## config.mk

```make
export PLATFORM = sky130hd
export DESIGN_NAME = sector_bitmap_allocator
export DESIGN_NICKNAME = d
export VERILOG_FILES = /design/src/rtl/core/sba_pkg.sv /design/src/rtl/core/sba_bitmap_ram.sv /design/src/rtl/core/sector_bitmap_allocator.sv
export VERILOG_INCLUDE_DIRS = /design/src /design/src/rtl/core
export SDC_FILE = /design/constraint.sdc
export NUM_CORES = 2
export LEC_CHECK = 0
export ABC_AREA = 1
export ABC_CLOCK_PERIOD_IN_PS = 36800
export BUFFER_PORTS_ARGS = -buffer_cell sky130_fd_sc_hd__buf_4
export CORE_UTILIZATION = 63
export DETAILED_ROUTE_END_ITERATION = 7
export GPL_TIMING_DRIVEN = 0
export PLACE_DENSITY = 0.79
export SYNTH_ARGS = -nofsm -noshare
export SYNTH_HDL_FRONTEND = slang
export SYNTH_SLANG_ARGS = --single-unit
```

## constraint.sdc

```tcl
create_clock -name clock -period 36.8 [get_ports clock]
set_input_delay 1.84 -clock clock [delete_from_list [all_inputs] [get_ports clock]]
set_output_delay 1.84 -clock clock [all_outputs]
set_load 0.05 [all_outputs]
```

## src/rtl/core/sector_bitmap_allocator_assert.svh

```systemverilog
// ----------------------------------------------------------------------------
// Sector bitmap allocator assertion macros
// Concurrent checks on clock, with and without the reset disable.
// ----------------------------------------------------------------------------
`ifndef SECTOR_BITMAP_ALLOCATOR_ASSERT_SVH
`define SECTOR_BITMAP_ALLOCATOR_ASSERT_SVH

`ifndef SYNTHESIS
`define SBA_CHECK(lbl, prop, msg) \
   lbl: assert property (@(posedge clock) disable iff (reset) prop) else $error(msg);
`define SBA_CHECK_RST(lbl, prop, msg) \
   lbl: assert property (@(posedge clock) prop) else $error(msg);
`else
`define SBA_CHECK(lbl, prop, msg)
`define SBA_CHECK_RST(lbl, prop, msg)
`endif

`endif

```

## src/rtl/core/sba_pkg.sv

```systemverilog
// ----------------------------------------------------------------------------
// Sector bitmap allocator package
// Command codes, register indexes, geometry constants and byte popcount.
// ----------------------------------------------------------------------------
package sba_pkg;

   localparam logic [2:0] CMD_ALLOC  = 3'd0;
   localparam logic [2:0] CMD_FREE   = 3'd1;
   localparam logic [2:0] CMD_MARK   = 3'd2;
   localparam logic [2:0] CMD_QUERY  = 3'd3;
   localparam logic [2:0] CMD_COUNT  = 3'd4;
   localparam logic [2:0] CMD_FORMAT = 3'd5;

   localparam logic CSR_SIDE_COUNT  = 1'b0;
   localparam logic CSR_TRACK_COUNT = 1'b1;

   localparam logic [1:0] SIDE_RESET  = 2'd1;
   localparam logic [6:0] TRACK_RESET = 7'd40;
   localparam logic [6:0] TRACK_SPLIT = 7'd40;

   localparam logic [7:0] FULL_BYTE  = 8'hFF;
   localparam logic [3:0] NIBBLE_MSK = 4'hF;

   localparam logic [7:0]  SECTORS_PER_TRACK = 8'd18;
   localparam logic [12:0] FMT_T16_ONE = 13'd288;
   localparam logic [12:0] FMT_T20_ONE = 13'd360;
   localparam logic [12:0] FMT_T16_TWO = 13'd576;
   localparam logic [12:0] FMT_T20_TWO = 13'd720;

   localparam logic [12:0] FREE_SAT = 13'd4095;

   localparam logic [3:0] NIBBLE_ONES [16] = '{
      4'd0, 4'd1, 4'd1, 4'd2, 4'd1, 4'd2, 4'd2, 4'd3,
      4'd1, 4'd2, 4'd2, 4'd3, 4'd2, 4'd3, 4'd3, 4'd4
   };

   function automatic logic [3:0] byte_ones(input logic [7:0] b);
      logic [3:0] lo;
      logic [3:0] hi;
      lo = b[3:0] & NIBBLE_MSK;
      hi = b[7:4];
      return NIBBLE_ONES[lo] + NIBBLE_ONES[hi];
   endfunction

endpackage

```

## src/rtl/core/sba_bitmap_ram.sv

```systemverilog
// ----------------------------------------------------------------------------
// Sector bitmap RAM
// Single-port byte memory, registered read every cycle at the shared address.
// ----------------------------------------------------------------------------
module sba_bitmap_ram #(
   parameter int DEPTH = 360,
   parameter int AW    = 9
) (
   input  logic          clock,
   input  logic          wr_en,
   input  logic [AW-1:0] addr,
   input  logic [7:0]    wr_data,
   output logic [7:0]    rd_data
);

   logic [7:0] mem_ff [DEPTH];
   logic [7:0] rdata_ff;

   always_ff @(posedge clock) begin
      if (wr_en) begin
         mem_ff[addr] <= wr_data;
      end
      rdata_ff <= mem_ff[addr];
   end

   assign rd_data = rdata_ff;

endmodule

```

## src/rtl/core/sector_bitmap_allocator.sv

```systemverilog
// ----------------------------------------------------------------------------
// Sector bitmap allocator
// Free-sector bitmap with allocate, free, mark, query, count and format.
// Allocate first counts the free total and is refused when that is short;
//   it then scans for a run of fully free bytes and marks the run used.
//   Format fills the store, then marks the directory tracks used.
// One beat at a time; the next beat is taken the cycle after the result loads.
// After reset a clearing pass over all PAGE_BYTES*PAGE_COUNT bytes runs first.
// ----------------------------------------------------------------------------
`include "sector_bitmap_allocator_assert.svh"

module sector_bitmap_allocator #(
   parameter int PAGE_BYTES = 180,
   parameter int PAGE_COUNT = 2
) (
   input  logic        clock,
   input  logic        reset,
   input  logic        req_valid,
   output logic        req_stall,
   input  logic [2:0]  req_command,
   input  logic [11:0] req_lsn,
   input  logic [7:0]  req_sector_count,
   output logic        rsp_valid,
   input  logic        rsp_stall,
   output logic        rsp_ok,
   output logic [11:0] rsp_start_lsn,
   output logic        rsp_is_free,
   output logic [11:0] rsp_free_sectors,
   input  logic        csr_wr_en,
   input  logic        csr_index,
   input  logic [6:0]  csr_wdata
);

   localparam int STORE_BYTES = PAGE_BYTES * PAGE_COUNT;
   localparam int TOTAL       = STORE_BYTES * 8;
   localparam int AW          = $clog2(STORE_BYTES);
   localparam int PW          = $clog2(STORE_BYTES + 1);
   localparam bit TWO_PAGES   = (PAGE_COUNT > 1);

   typedef enum logic [8:0] {
      ST_CLEAR    = 9'b000000001,
      ST_IDLE     = 9'b000000010,
      ST_CNT      = 9'b000000100,
      ST_SCAN     = 9'b000001000,
      ST_ALLOC_WR = 9'b000010000,
      ST_RMW_RD   = 9'b000100000,
      ST_RMW_WR   = 9'b001000000,
      ST_FILL     = 9'b010000000,
      ST_DONE     = 9'b100000000
   } sba_state_type;

   sba_state_type st_ff, st_in;
   logic [2:0]    cmd_ff, cmd_in;
   logic [12:0]   sec_ff, sec_in;
   logic [7:0]    rem_ff, rem_in;
   logic [7:0]    cnt_ff, cnt_in;
   logic [5:0]    need_ff, need_in;
   logic [5:0]    run_ff, run_in;
   logic [PW-1:0] ptr_ff, ptr_in;
   logic [AW-1:0] daddr_ff;
   logic          pend_ff, pend_in;
   logic          fmt_ph_ff, fmt_ph_in;
   logic          ok_ff, ok_in;
   logic [11:0]   start_ff, start_in;
   logic          isfree_ff, isfree_in;
   logic [12:0]   acc_ff, acc_in;
   logic [1:0]    side_ff;
   logic [6:0]    track_ff;
   logic          rsp_valid_ff;
   logic          rsp_ok_ff;
   logic [11:0]   rsp_start_ff;
   logic          rsp_isfree_ff;
   logic [11:0]   rsp_free_ff;

   logic          ram_we;
   logic [AW-1:0] ram_addr;
   logic [7:0]    ram_wdata;
   logic [7:0]    ram_rdata;

   logic          req_accept;
   logic          rsp_load;
   logic          two_sides;
   logic          wide_disk;
   logic [PW-1:0] cnt_limit;
   logic [PW-1:0] scan_limit;
   logic          issue;
   logic          boundary;
   logic [5:0]    run_next;
   logic [AW-1:0] start_byte;
   logic [7:0]    fill_val;
   logic [7:0]    bit_mask;
   logic [11:0]   sat_free;

   assign two_sides  = side_ff[1];
   assign wide_disk  = two_sides && (track_ff > sba_pkg::TRACK_SPLIT);
   assign cnt_limit  = (two_sides && TWO_PAGES) ? PW'(2 * PAGE_BYTES) : PW'(PAGE_BYTES);
   assign scan_limit = (wide_disk && TWO_PAGES) ? PW'(2 * PAGE_BYTES) : PW'(PAGE_BYTES);
   assign boundary   = ({1'b0, daddr_ff} == (AW + 1)'(PAGE_BYTES));
   assign start_byte = daddr_ff - AW'(need_ff) + AW'(1);
   assign bit_mask   = 8'b1 << sec_ff[2:0];
   assign sat_free   = (acc_ff > sba_pkg::FREE_SAT) ? 12'hFFF : acc_ff[11:0];

   assign req_stall  = (st_ff != ST_IDLE);
   assign req_accept = req_valid && !req_stall;
   assign rsp_load   = (st_ff == ST_DONE) && (!rsp_valid_ff || !rsp_stall);

   always_comb begin
      if (ptr_ff < PW'(PAGE_BYTES)) begin
         if (!two_sides && (track_ff <= sba_pkg::TRACK_SPLIT)
             && (ptr_ff >= PW'(PAGE_BYTES / 2))) begin
            fill_val = 8'h00;
         end else begin
            fill_val = sba_pkg::FULL_BYTE;
         end
      end else begin
         fill_val = wide_disk ? sba_pkg::FULL_BYTE : 8'h00;
      end
   end

   always_comb begin
      st_in     = st_ff;
      cmd_in    = cmd_ff;
      sec_in    = sec_ff;
      rem_in    = rem_ff;
      cnt_in    = cnt_ff;
      need_in   = need_ff;
      run_in    = run_ff;
      ptr_in    = ptr_ff;
      pend_in   = 1'b0;
      fmt_ph_in = fmt_ph_ff;
      ok_in     = ok_ff;
      start_in  = start_ff;
      isfree_in = isfree_ff;
      acc_in    = acc_ff;
      ram_we    = 1'b0;
      ram_addr  = ptr_ff[AW-1:0];
      ram_wdata = 8'h00;
      issue     = 1'b0;
      run_next  = 6'd0;
      case (st_ff)
         ST_CLEAR: begin
            ram_we = 1'b1;
            ptr_in = ptr_ff + PW'(1);
            if (ptr_ff == PW'(STORE_BYTES - 1)) begin
               st_in = ST_IDLE;
            end
         end
         ST_IDLE: begin
            if (req_accept) begin
               cmd_in    = req_command;
               sec_in    = {1'b0, req_lsn};
               rem_in    = req_sector_count;
               cnt_in    = req_sector_count;
               need_in   = 6'((9'(req_sector_count) + 9'd7) >> 3);
               run_in    = 6'd0;
               ptr_in    = '0;
               fmt_ph_in = 1'b0;
               ok_in     = 1'b1;
               start_in  = 12'd0;
               isfree_in = 1'b0;
               acc_in    = 13'd0;
               case (req_command)
                  sba_pkg::CMD_ALLOC: begin
                     ok_in = 1'b0;
                     st_in = (req_sector_count == 8'd0) ? ST_DONE : ST_CNT;
                  end
                  sba_pkg::CMD_FREE,
                  sba_pkg::CMD_MARK: begin
                     st_in = ST_RMW_RD;
                  end
                  sba_pkg::CMD_QUERY: begin
                     rem_in = 8'd1;
                     st_in  = ST_RMW_RD;
                  end
                  sba_pkg::CMD_COUNT: begin
                     st_in = ST_CNT;
                  end
                  sba_pkg::CMD_FORMAT: begin
                     st_in = ST_FILL;
                  end
                  default: begin
                     ok_in = 1'b0;
                     st_in = ST_DONE;
                  end
               endcase
            end
         end
         ST_CNT: begin
            issue = (ptr_ff < cnt_limit);
            if (issue) begin
               ptr_in = ptr_ff + PW'(1);
            end
            pend_in = issue;
            if (pend_ff) begin
               acc_in = acc_ff + 13'(sba_pkg::byte_ones(ram_rdata));
            end
            if (!issue && !pend_ff) begin
               if (cmd_ff == sba_pkg::CMD_ALLOC) begin
                  if ({5'b0, cnt_ff} > acc_ff) begin
                     st_in = ST_DONE;
                  end else begin
                     ptr_in = '0;
                     run_in = 6'd0;
                     st_in  = ST_SCAN;
                  end
               end else begin
                  st_in = ST_DONE;
               end
            end
         end
         ST_SCAN: begin
            issue = (ptr_ff < scan_limit);
            if (issue) begin
               ptr_in = ptr_ff + PW'(1);
            end
            pend_in = issue;
            if (pend_ff) begin
               if (ram_rdata == sba_pkg::FULL_BYTE) begin
                  run_next = boundary ? 6'd1 : run_ff + 6'd1;
               end
               run_in = run_next;
               if (run_next == need_ff) begin
                  ptr_in   = PW'(start_byte);
                  start_in = 12'({start_byte, 3'b000});
                  rem_in   = cnt_ff;
                  pend_in  = 1'b0;
                  st_in    = ST_ALLOC_WR;
               end
            end
            if (!issue && !pend_ff) begin
               st_in = ST_DONE;
            end
         end
         ST_ALLOC_WR: begin
            ram_we = 1'b1;
            ptr_in = ptr_ff + PW'(1);
            if (rem_ff >= 8'd8) begin
               ram_wdata = 8'h00;
               rem_in    = rem_ff - 8'd8;
            end else begin
               ram_wdata = sba_pkg::FULL_BYTE << rem_ff[2:0];
               rem_in    = 8'd0;
            end
            if (rem_in == 8'd0) begin
               ok_in = 1'b1;
               st_in = ST_DONE;
            end
         end
         ST_RMW_RD: begin
            ram_addr = sec_ff[AW+2:3];
            if (rem_ff == 8'd0) begin
               if ((cmd_ff == sba_pkg::CMD_FORMAT) && !fmt_ph_ff) begin
                  sec_in    = two_sides ? sba_pkg::FMT_T20_TWO : sba_pkg::FMT_T20_ONE;
                  rem_in    = sba_pkg::SECTORS_PER_TRACK;
                  fmt_ph_in = 1'b1;
               end else begin
                  st_in = ST_DONE;
               end
            end else if (sec_ff >= 13'(TOTAL)) begin
               sec_in = sec_ff + 13'd1;
               rem_in = rem_ff - 8'd1;
            end else begin
               st_in = ST_RMW_WR;
            end
         end
         ST_RMW_WR: begin
            ram_addr = sec_ff[AW+2:3];
            ram_we   = (cmd_ff != sba_pkg::CMD_QUERY);
            if (cmd_ff == sba_pkg::CMD_FREE) begin
               ram_wdata = ram_rdata | bit_mask;
            end else begin
               ram_wdata = ram_rdata & ~bit_mask;
            end
            if (cmd_ff == sba_pkg::CMD_QUERY) begin
               isfree_in = ram_rdata[sec_ff[2:0]];
            end
            sec_in = sec_ff + 13'd1;
            rem_in = rem_ff - 8'd1;
            st_in  = ST_RMW_RD;
         end
         ST_FILL: begin
            ram_we    = 1'b1;
            ram_wdata = fill_val;
            ptr_in    = ptr_ff + PW'(1);
            if (ptr_ff == PW'(STORE_BYTES - 1)) begin
               sec_in    = two_sides ? sba_pkg::FMT_T16_TWO : sba_pkg::FMT_T16_ONE;
               rem_in    = sba_pkg::SECTORS_PER_TRACK;
               fmt_ph_in = 1'b0;
               st_in     = ST_RMW_RD;
            end
         end
         ST_DONE: begin
            if (rsp_load) begin
               st_in = ST_IDLE;
            end
         end
         default: begin
            st_in = ST_IDLE;
         end
      endcase
   end

   always_ff @(posedge clock) begin
      if (reset) begin
         st_ff   <= ST_CLEAR;
         ptr_ff  <= '0;
         pend_ff <= 1'b0;
      end else begin
         st_ff   <= st_in;
         ptr_ff  <= ptr_in;
         pend_ff <= pend_in;
      end
   end

   always_ff @(posedge clock) begin
      cmd_ff    <= cmd_in;
      sec_ff    <= sec_in;
      rem_ff    <= rem_in;
      cnt_ff    <= cnt_in;
      need_ff   <= need_in;
      run_ff    <= run_in;
      daddr_ff  <= ptr_ff[AW-1:0];
      fmt_ph_ff <= fmt_ph_in;
      ok_ff     <= ok_in;
      start_ff  <= start_in;
      isfree_ff <= isfree_in;
      acc_ff    <= acc_in;
   end

   always_ff @(posedge clock) begin
      if (reset) begin
         side_ff  <= sba_pkg::SIDE_RESET;
         track_ff <= sba_pkg::TRACK_RESET;
      end else if (csr_wr_en) begin
         case (csr_index)
            sba_pkg::CSR_SIDE_COUNT: begin
               side_ff <= csr_wdata[1:0];
            end
            sba_pkg::CSR_TRACK_COUNT: begin
               track_ff <= csr_wdata;
            end
            default: begin
               side_ff <= side_ff;
            end
         endcase
      end
   end

   always_ff @(posedge clock) begin
      if (reset) begin
         rsp_valid_ff <= 1'b0;
      end else if (rsp_load) begin
         rsp_valid_ff <= 1'b1;
      end else if (!rsp_stall) begin
         rsp_valid_ff <= 1'b0;
      end
   end

   always_ff @(posedge clock) begin
      if (rsp_load) begin
         rsp_ok_ff     <= ok_ff;
         rsp_start_ff  <= start_ff;
         rsp_isfree_ff <= isfree_ff;
         rsp_free_ff   <= (cmd_ff == sba_pkg::CMD_COUNT) ? sat_free : 12'd0;
      end
   end

   assign rsp_valid        = rsp_valid_ff;
   assign rsp_ok           = rsp_ok_ff;
   assign rsp_start_lsn    = rsp_start_ff;
   assign rsp_is_free      = rsp_isfree_ff;
   assign rsp_free_sectors = rsp_free_ff;

   sba_bitmap_ram #(
      .DEPTH (STORE_BYTES),
      .AW    (AW)
   ) u_ram (
      .clock   (clock),
      .wr_en   (ram_we),
      .addr    (ram_addr),
      .wr_data (ram_wdata),
      .rd_data (ram_rdata)
   );

   `SBA_CHECK(a_accept_leaves_idle, req_accept |=> st_ff != ST_IDLE, "beat accepted but idle")
   `SBA_CHECK(a_fail_no_start, rsp_valid && !rsp_ok |-> rsp_start_lsn == 12'd0, "start on fail")
   `SBA_CHECK(a_count_needs_ok, rsp_valid && rsp_free_sectors != 12'd0 |-> rsp_ok, "count not ok")
   `SBA_CHECK(a_done_waits, st_ff == ST_DONE && rsp_valid && rsp_stall |=> st_ff == ST_DONE, "rsp overrun")
   `SBA_CHECK_RST(a_reset_clears, $past(reset) && !reset |-> st_ff == ST_CLEAR, "no clear pass")

endmodule

```

# Yosys cells after proc, flatten, opt, wreduce, memory -nomap -nowiden
# Memory sizes are Yosys's and may differ from the RTL's. A register that Yosys moved wholly into a read port is not among the register bits.
# Index checks and enable logic that the tools add are counted.
[totals]
reg_bits = 136
mem_bits_rw = 2880
mem_bits_ro = 128
in_bits = 36
out_inout_bits = 28
elab_cells = 246
memories = 3
[classes]
n_addsub = 10
order_cmp = 13
eq_ne = 45
n_shift = 2
mux = 97
bitwise = 6
reduce_logical = 48
[mem_list]
columns = ["memory", "words", "width", "read_ports", "rd_ports_with_merged_regs", "wr", "line", "source"]
rows = [
  ["u_ram.mem_ff", 360, 8, 1, 1, 1, "sba_bitmap_ram.sv:16", "logic [7:0] mem_ff [DEPTH];"],
  ["(no name shown)", 16, 4, 1, 0, 0, "sba_pkg.sv:42", "return NIBBLE_ONES[lo] + NIBBLE_ONES[hi];"],
  ["(no name shown)", 16, 4, 1, 0, 0, "sba_pkg.sv:42", ""],
]
[op_table]
columns = ["cell", "count"]
rows = [
  ["$mux 9", 26],
  ["$mux 8", 15],
  ["$mux 13", 7],
  ["$pmux 9 s9", 1],
  ["$pmux 9 s4", 2],
  ["$mux 6", 9],
  ["$pmux 13 s4", 1],
  ["$mux 12", 4],
  ["$pmux 8 s6", 1],
  ["$ne 2x2->1 const B", 14],
  ["$pmux 13 s2", 1],
  ["$logic_not 8->1", 3],
  ["$pmux 12 s2", 1],
  ["$pmux 8 s3", 1],
  ["$mux 10", 2],
  ["$add 9x1->9 const B", 2],
  ["$eq 9x8->1 const B", 2],
  ["$eq 9x9->1 const B", 2],
  ["$lt 9x9->1", 2],
  ["$ne 3x3->1 const B", 6],
  ["$pmux 6 s3", 1],
  ["$mux 4", 4],
  ["$mux 1", 15],
  ["$add 13x1->13 const B", 1],
  ["60 further kinds", 98],
]

# Logic depth before layout (Yosys ltp)
[logic_depth]
depth_word = 10
depth_mapped = 24
depth_no_buf = 21

# Cells and area by module
# Synthesis repeated with hierarchy kept, for this count alone.
[unflattened]
cells_unflattened = 11644
hier_area_um2 = 125905.8
[modules_own_cells]
columns = ["module", "instances", "cells_each", "area_per_inst_um2", "seq_area_each_um2"]
rows = [
  ["sba_bitmap_ram", 1, 10529, 117216.2, 86643.1],
  ["sector_bitmap_allocator", 1, 1115, 8689.6, 3503.4],
]

# Worst setup path before layout
# No wires, ideal clock.
[synth_path]
path_type = "flip-flop to flip-flop"
from = "register rem_ff[5]"
to = "memory u_ram.mem_ff[0][2] (data pin)"
setup_ns = 4.644
arrival_ns = 23.796
required_time_ns = 32.156
path_slack_ns = 8.360
path_stages_with_launch = 8
path_buffers = 0
synth_period_minus_slack_ns = 28.440
cell_sequence = "edfxtp_1 > nor2_1 > nand2_1 > nor2_1 > inv_1 > nor2_1 > inv_1 > o311ai_0"
[synth_between]
elab_chain_cells = 3
[synth_rtl]
columns = ["element", "line", "source"]
rows = [
  ["start: declaration", "sector_bitmap_allocator.sv:55", "logic [7:0] rem_ff, rem_in;"],
  ["start signal: assignment", "sector_bitmap_allocator.sv:318", "rem_ff <= rem_in;"],
  ["$ge 8x4->1", "sector_bitmap_allocator.sv:237", "if (rem_ff >= 8'd8) begin"],
  ["$mux 8", "sector_bitmap_allocator.sv:237", ""],
  ["$pmux 8 s3", "sector_bitmap_allocator.sv:140", "case (st_ff)"],
  ["via ram_wdata[2]", "sector_bitmap_allocator.sv:77", "logic [7:0] ram_wdata;"],
  ["end: declaration", "sba_bitmap_ram.sv:16", ""],
]
# The timed path passes the listed nets, and every way through them passes these cells.

# Worst setup path after layout
[layout_path]
from = "register st_ff[1]"
to = "memory u_ram.mem_ff[74][1] (enable)"
[layout_between]
elab_chain_cells = 5
elab_cells_between_ends = 11
classes_between = "5 x eq/ne; 4 x mux; 2 x reduce/logical"
[layout_rtl]
columns = ["element", "line", "source"]
rows = [
  ["start: declaration", "sector_bitmap_allocator.sv:52", "sba_state_type st_ff, st_in;"],
  ["start signal: assignment", "sector_bitmap_allocator.sv:309", "st_ff <= st_in;"],
  ["$eq 9x8->1, or another cell as far along", "sector_bitmap_allocator.sv:140", ""],
  ["$reduce_or 3->1 (no source line)", "--", ""],
  ["$pmux 1 s2", "sector_bitmap_allocator.sv:140", ""],
  ["$mux 1", "sba_bitmap_ram.sv:20", "if (wr_en) begin"],
  ["$mux 1 (not written as such)", "sba_bitmap_ram.sv:21", "mem_ff[addr] <= wr_data;"],
]
# Several ways; a longest one is shown, not always the timed one.

==> impl.org <==
** Critical path
- Sort of element at the end of the critical path :: register
- Highest net fanout along the worst path :: 10
- For this design, the slowest cell found on the critical path is nor2_2.
- Length in cells of the worst reg-to-reg path :: 14
- Slack of the worst reg-to-reg path :: 29.92 ns
- Delay of the slowest cell on the worst path :: 0.98 ns
- Data arrives at the worst endpoint at 7.46 ns.
- Critical Setup Path Class :: register to register
- The signal on the critical path passes through nor2_2 -> nand3_2 -> nor2_4 -> nor2_4 -> o21ai_1 -> inv_2 -> nor2_2 -> buf_4 -> buf_2 -> buf_2 -> nand2_1 -> clkbuf_2 -> buf_16 -> nor2_1.
- Data required time at the worst endpoint :: around 37 ns
- The worst setup path is launched from a register.

** Synthesis
- The synthesized design contains 3017 register bits.
- Mean Syn Cell Area :: 10.22 µm²
- After synthesis, flip-flops and latches occupy 70.11% of the total area.
- Number of flops mapped to enable cells by yosys :: 2972
- Warnings from Yosys :: 0
- Most used DFF post-synth :: edfxtp_1
- Post-synthesis cell area :: around 130000 µm²
- Synthesis produced a netlist whose cell count is 12585.
- In the synthesized netlist the async set-or-reset flop fraction comes to 0%.
- Synth cell types :: 55

** Power
- Power per cell area :: about 62 nW/µm²
- Across the VDD grid, the largest voltage drop is roughly 0.00006 V.
- Leakage Power :: 61.38 nW

** Clock network
- Counting the buffers created by CTS gives 319.
- CTS placed an instance of clkbuf_16 at the clock tree root.
- Clock latency on the worst-skew pair :: 1.00 ns
- The H-tree was split into 5 levels.
- Clock-pin slew was measured on the worst setup and hold paths at 0.07 ns.
- Post-CTS timing repair inserted 0 buffers for setup.
- Clock tree from TritonCTS :: done
- Quantity of hold-fixing buffers added after cts :: 0
- Post-CTS repair changed the size of 0 cells.
- The clock passes through at most 4 buffers.
- CTS saw 3017 sinks.

** Timing
- The number of pins with negative max-slew slack in the final report came to 28.
- Transition time of the tightest slew-check pin :: 1.601 ns
- Worst clock skew :: 0.05703 ns
- Static timing analysis puts the maximum clock frequency at 0.1453 GHz.
- Slew headroom :: -7.118%
- Minimum clock period :: 6.884 ns
- Setup repair after global routing left no endpoint under its margin.
- Final Hold Violating Endpoints :: 0
- Setup violations remaining at the end of the flow were counted as 0.
- Share of the cycle needed by the critical path after routing :: 18.71%

** Outcome
- The final reports fail on DRC, capacitance limit, slew limit.
- The run finished, with violations left.

** Final layout
- Fin area :: around 140000 µm²
- Once layout is complete, the utilization of the core stands at 71.31%.
- After filler insertion, the fill cell instance count of the layout stands at 14175.
- In the final design database the tool counted 13222 nets.
- The post-route netlist has 7.871% of its cells at a drive strength greater than 1.
- Compared with the post-synthesis result, the final layout area differs by 12.31%.

** Floorplan
- Area inside the core boundary :: 202500 µm²
- Vertical die dimension :: roughly 450 µm
- FP Rows :: 165
- The die covers 205900 µm².
- Initial standard-cell utilization of the core :: 63.49%
- In this run the horizontal extent of the chip is between 400 and 500 µm.
- In this run the count of I/O pins placed on the die edge is between 60 and 70.

** Global route
- The first global-routing pass estimated 654700 µm of wire.
- Entering global routing, the biggest net connects 81 pins.
- Initial antenna violation count :: 39
- Summed over all layers, the global routing overflow is 0.
- The via count of the first global-routing pass came to 92477.
- Global routing consumed, over all layers together, 45.84% of the routing resources.

** Min path
- Hold path cells :: 0
- The worst hold path belongs to the class register to register.

** Drt
- Total Wirelength :: between 400000 and 500000 µm
- Before antenna repair, the detailed router went through 8 iterations.
- Number of remaining DRC errors :: 7
- DR vias/cell :: 6.290
- The routed layout has 101063 vias.
- For this block, the initial DRC count from the detailed router was 19131.
- In the final routed layout, each cell accounts on average for roughly 30 µm.
- Antenna violation net count after detailed routing :: 0

** Run
- Max Cap Viol :: 8

** Placed design
- Summing all placed instances gives a cell area of 134700 µm².
- The count of buffers added on input and output ports is 60.
- After legalization and detailed placement, the total HPWL measured approximately 330000 µm.
- Final estimated routing congestion in global placement :: 1.044
-- where the power goes --
group	internal (mW)	switching (mW)	leakage, nW
clock	1.74	1.34	4.71
combinational	0.437	1.62	25.6
sequential	3.87	0.0248	31.1
total	6.05	2.98	61.4
-- through the flow --
step / TNS (ns) / setup slack [ns] / hold slack, ns / power [mW] / instances
2_1_floorplan: 0 / 8.360 / 0.3290 / 5.076 / 12587
3_3_place_gp: -9355.88 / -26.07 / 0.3384 / 5.990 / 15319
3_5_place_dp: 0 / 30.41 / 0.3448 / 5.881 / 15476
4_1_cts: 0 / 30.40 / 0.3533 / 8.868 / 16023
5_1_grt: 0 / 30.19 / 0.3599 / 9.178 / 16029
6_report: 0 / 29.92 / 0.3528 / 9.025 / 16068
-- final timing paths --
check	startpoint	endpoint
max	st_ff[1]	u_ram.mem_ff[74][1]
min	ptr_ff[5]	daddr_ff[5]
max reg2reg	st_ff[1]	u_ram.mem_ff[74][1]
min reg2reg	ptr_ff[5]	daddr_ff[5]
-- synthesized netlist by cell type (4+ instances only) --
| master | number | area [µm²] |
|---|---|---|
| buf_4 | 16 | 120.1 |
| inv_2 | 7 | 26.28 |
| edfxtp_1 | 2972 | 89250 |
| xor2_1 | 27 | 236.5 |
| nor2_2 | 12 | 75.07 |
| nor2_1 | 874 | 3281 |
| a21oi_1 | 128 | 640.6 |
| o21ai_0 | 106 | 530.5 |
| nor3_2 | 5 | 50.05 |
| inv_1 | 199 | 747.0 |
| clkbuf_1 | 269 | 1010 |
| nor4_1 | 4 | 25.02 |
| a31oi_1 | 10 | 62.56 |
| a2111oi_0 | 4 | 35.03 |
| nand2_1 | 6969 | 26160 |
| o31ai_1 | 6 | 45.04 |
| buf_2 | 313 | 1567 |
| nand4_1 | 59 | 369.1 |
| a22oi_1 | 4 | 30.03 |
| o221ai_1 | 4 | 35.03 |
| buf_1 | 41 | 153.9 |
| dfxtp_1 | 45 | 900.9 |
| o211ai_1 | 13 | 97.59 |
| o21ai_1 | 15 | 75.07 |
| xnor2_1 | 7 | 61.31 |
| o2111ai_1 | 9 | 78.83 |
| nand3_1 | 340 | 1702 |
| nor3_1 | 28 | 140.1 |
| ha_1 | 56 | 700.7 |
-- registers in the layout, summed over array words and instances, names as in the netlist, 3 cells and up --
| signal | count |
|---|---|
| u_ram.mem_ff | 2880 |
| acc_ff | 13 |
| sec_ff | 13 |
| rsp_free_sectors | 12 |
| daddr_ff | 9 |
| ptr_ff | 9 |
| rsp_start_lsn | 9 |
| st_ff | 9 |
| start_ff | 9 |
| cnt_ff | 8 |
| rem_ff | 8 |
| u_ram.rd_data | 8 |
| track_ff | 7 |
| need_ff | 6 |
| run_ff | 6 |
| cmd_ff | 3 |
-- per-layer routing --
metal  global-route usage (%)  up-vias  routed length (µm)
li1                         -    42488                   -
met1                    59.47    47503              159600
met2                    64.28     9192              197300
met3                    18.26     1850               82280
met4                    29.10       30               36420
met5                    1.119        -                 525
-- critical path: cells and delay by family (launching register included) --
kind	cells	cell delay, ns
buf+inv	6	2.59
simple gates	7	2.97
flops	1	0.35
compound gates	1	0.49
-- cells in the final DEF, fill, tap and decap left out, drive strengths merged, types with 6 or more instances in the layout --
| master | Yosys | final |
|---|---|---|
| nor2 | 889 | 889 |
| a31oi | 10 | 10 |
| diode | 0 | 43 |
| ha | 56 | 56 |
| o2111ai | 9 | 9 |
| clkinvlp | 0 | 7 |
| nand2 | 6972 | 6972 |
| nand4 | 59 | 59 |
| a21oi | 128 | 128 |
| nand3 | 342 | 342 |
| o21ai | 122 | 122 |
| buf | 372 | 591 |
| dfxtp | 45 | 45 |
| bufinv | 0 | 18 |
| edfxtp | 2972 | 2972 |
| inv | 207 | 214 |
| clkbuf | 269 | 669 |
| xnor2 | 7 | 7 |
| xor2 | 27 | 27 |
| clkinv | 1 | 116 |
| nor3 | 33 | 33 |
| o211ai | 13 | 13 |
| o31ai | 6 | 6 |
-- cell type report --
type / count / area, µm² / area share (%)
tap: 2672 / 3343 / 2.315
antenna: 43 / 107.6 / 0.07451
clock buffer: 400 / 8423 / 5.833
multi-input combinational: 8721 / 34970 / 24.22
clock inverter: 147 / 1182 / 0.8188
inverter: 208 / 783.3 / 0.5424
timing repair buffer: 219 / 2577 / 1.785
buffer: 641 / 2877 / 1.992
sequential: 3017 / 90150 / 62.42
-- kinds of logic after synthesis --
group,Yosys count,share of synthesized area [%]
buffers and inverters,849,2.843
adders and majority gates,59,0.5916
DFF,3017,70.11
and+or+nand+nor,8307,24.83
xor gates and xnor gates,34,0.2316
AOI/OAI and AO/OA,318,1.390
other,1,0.002916
No activity file was read; power rests on OpenSTA's default activity.
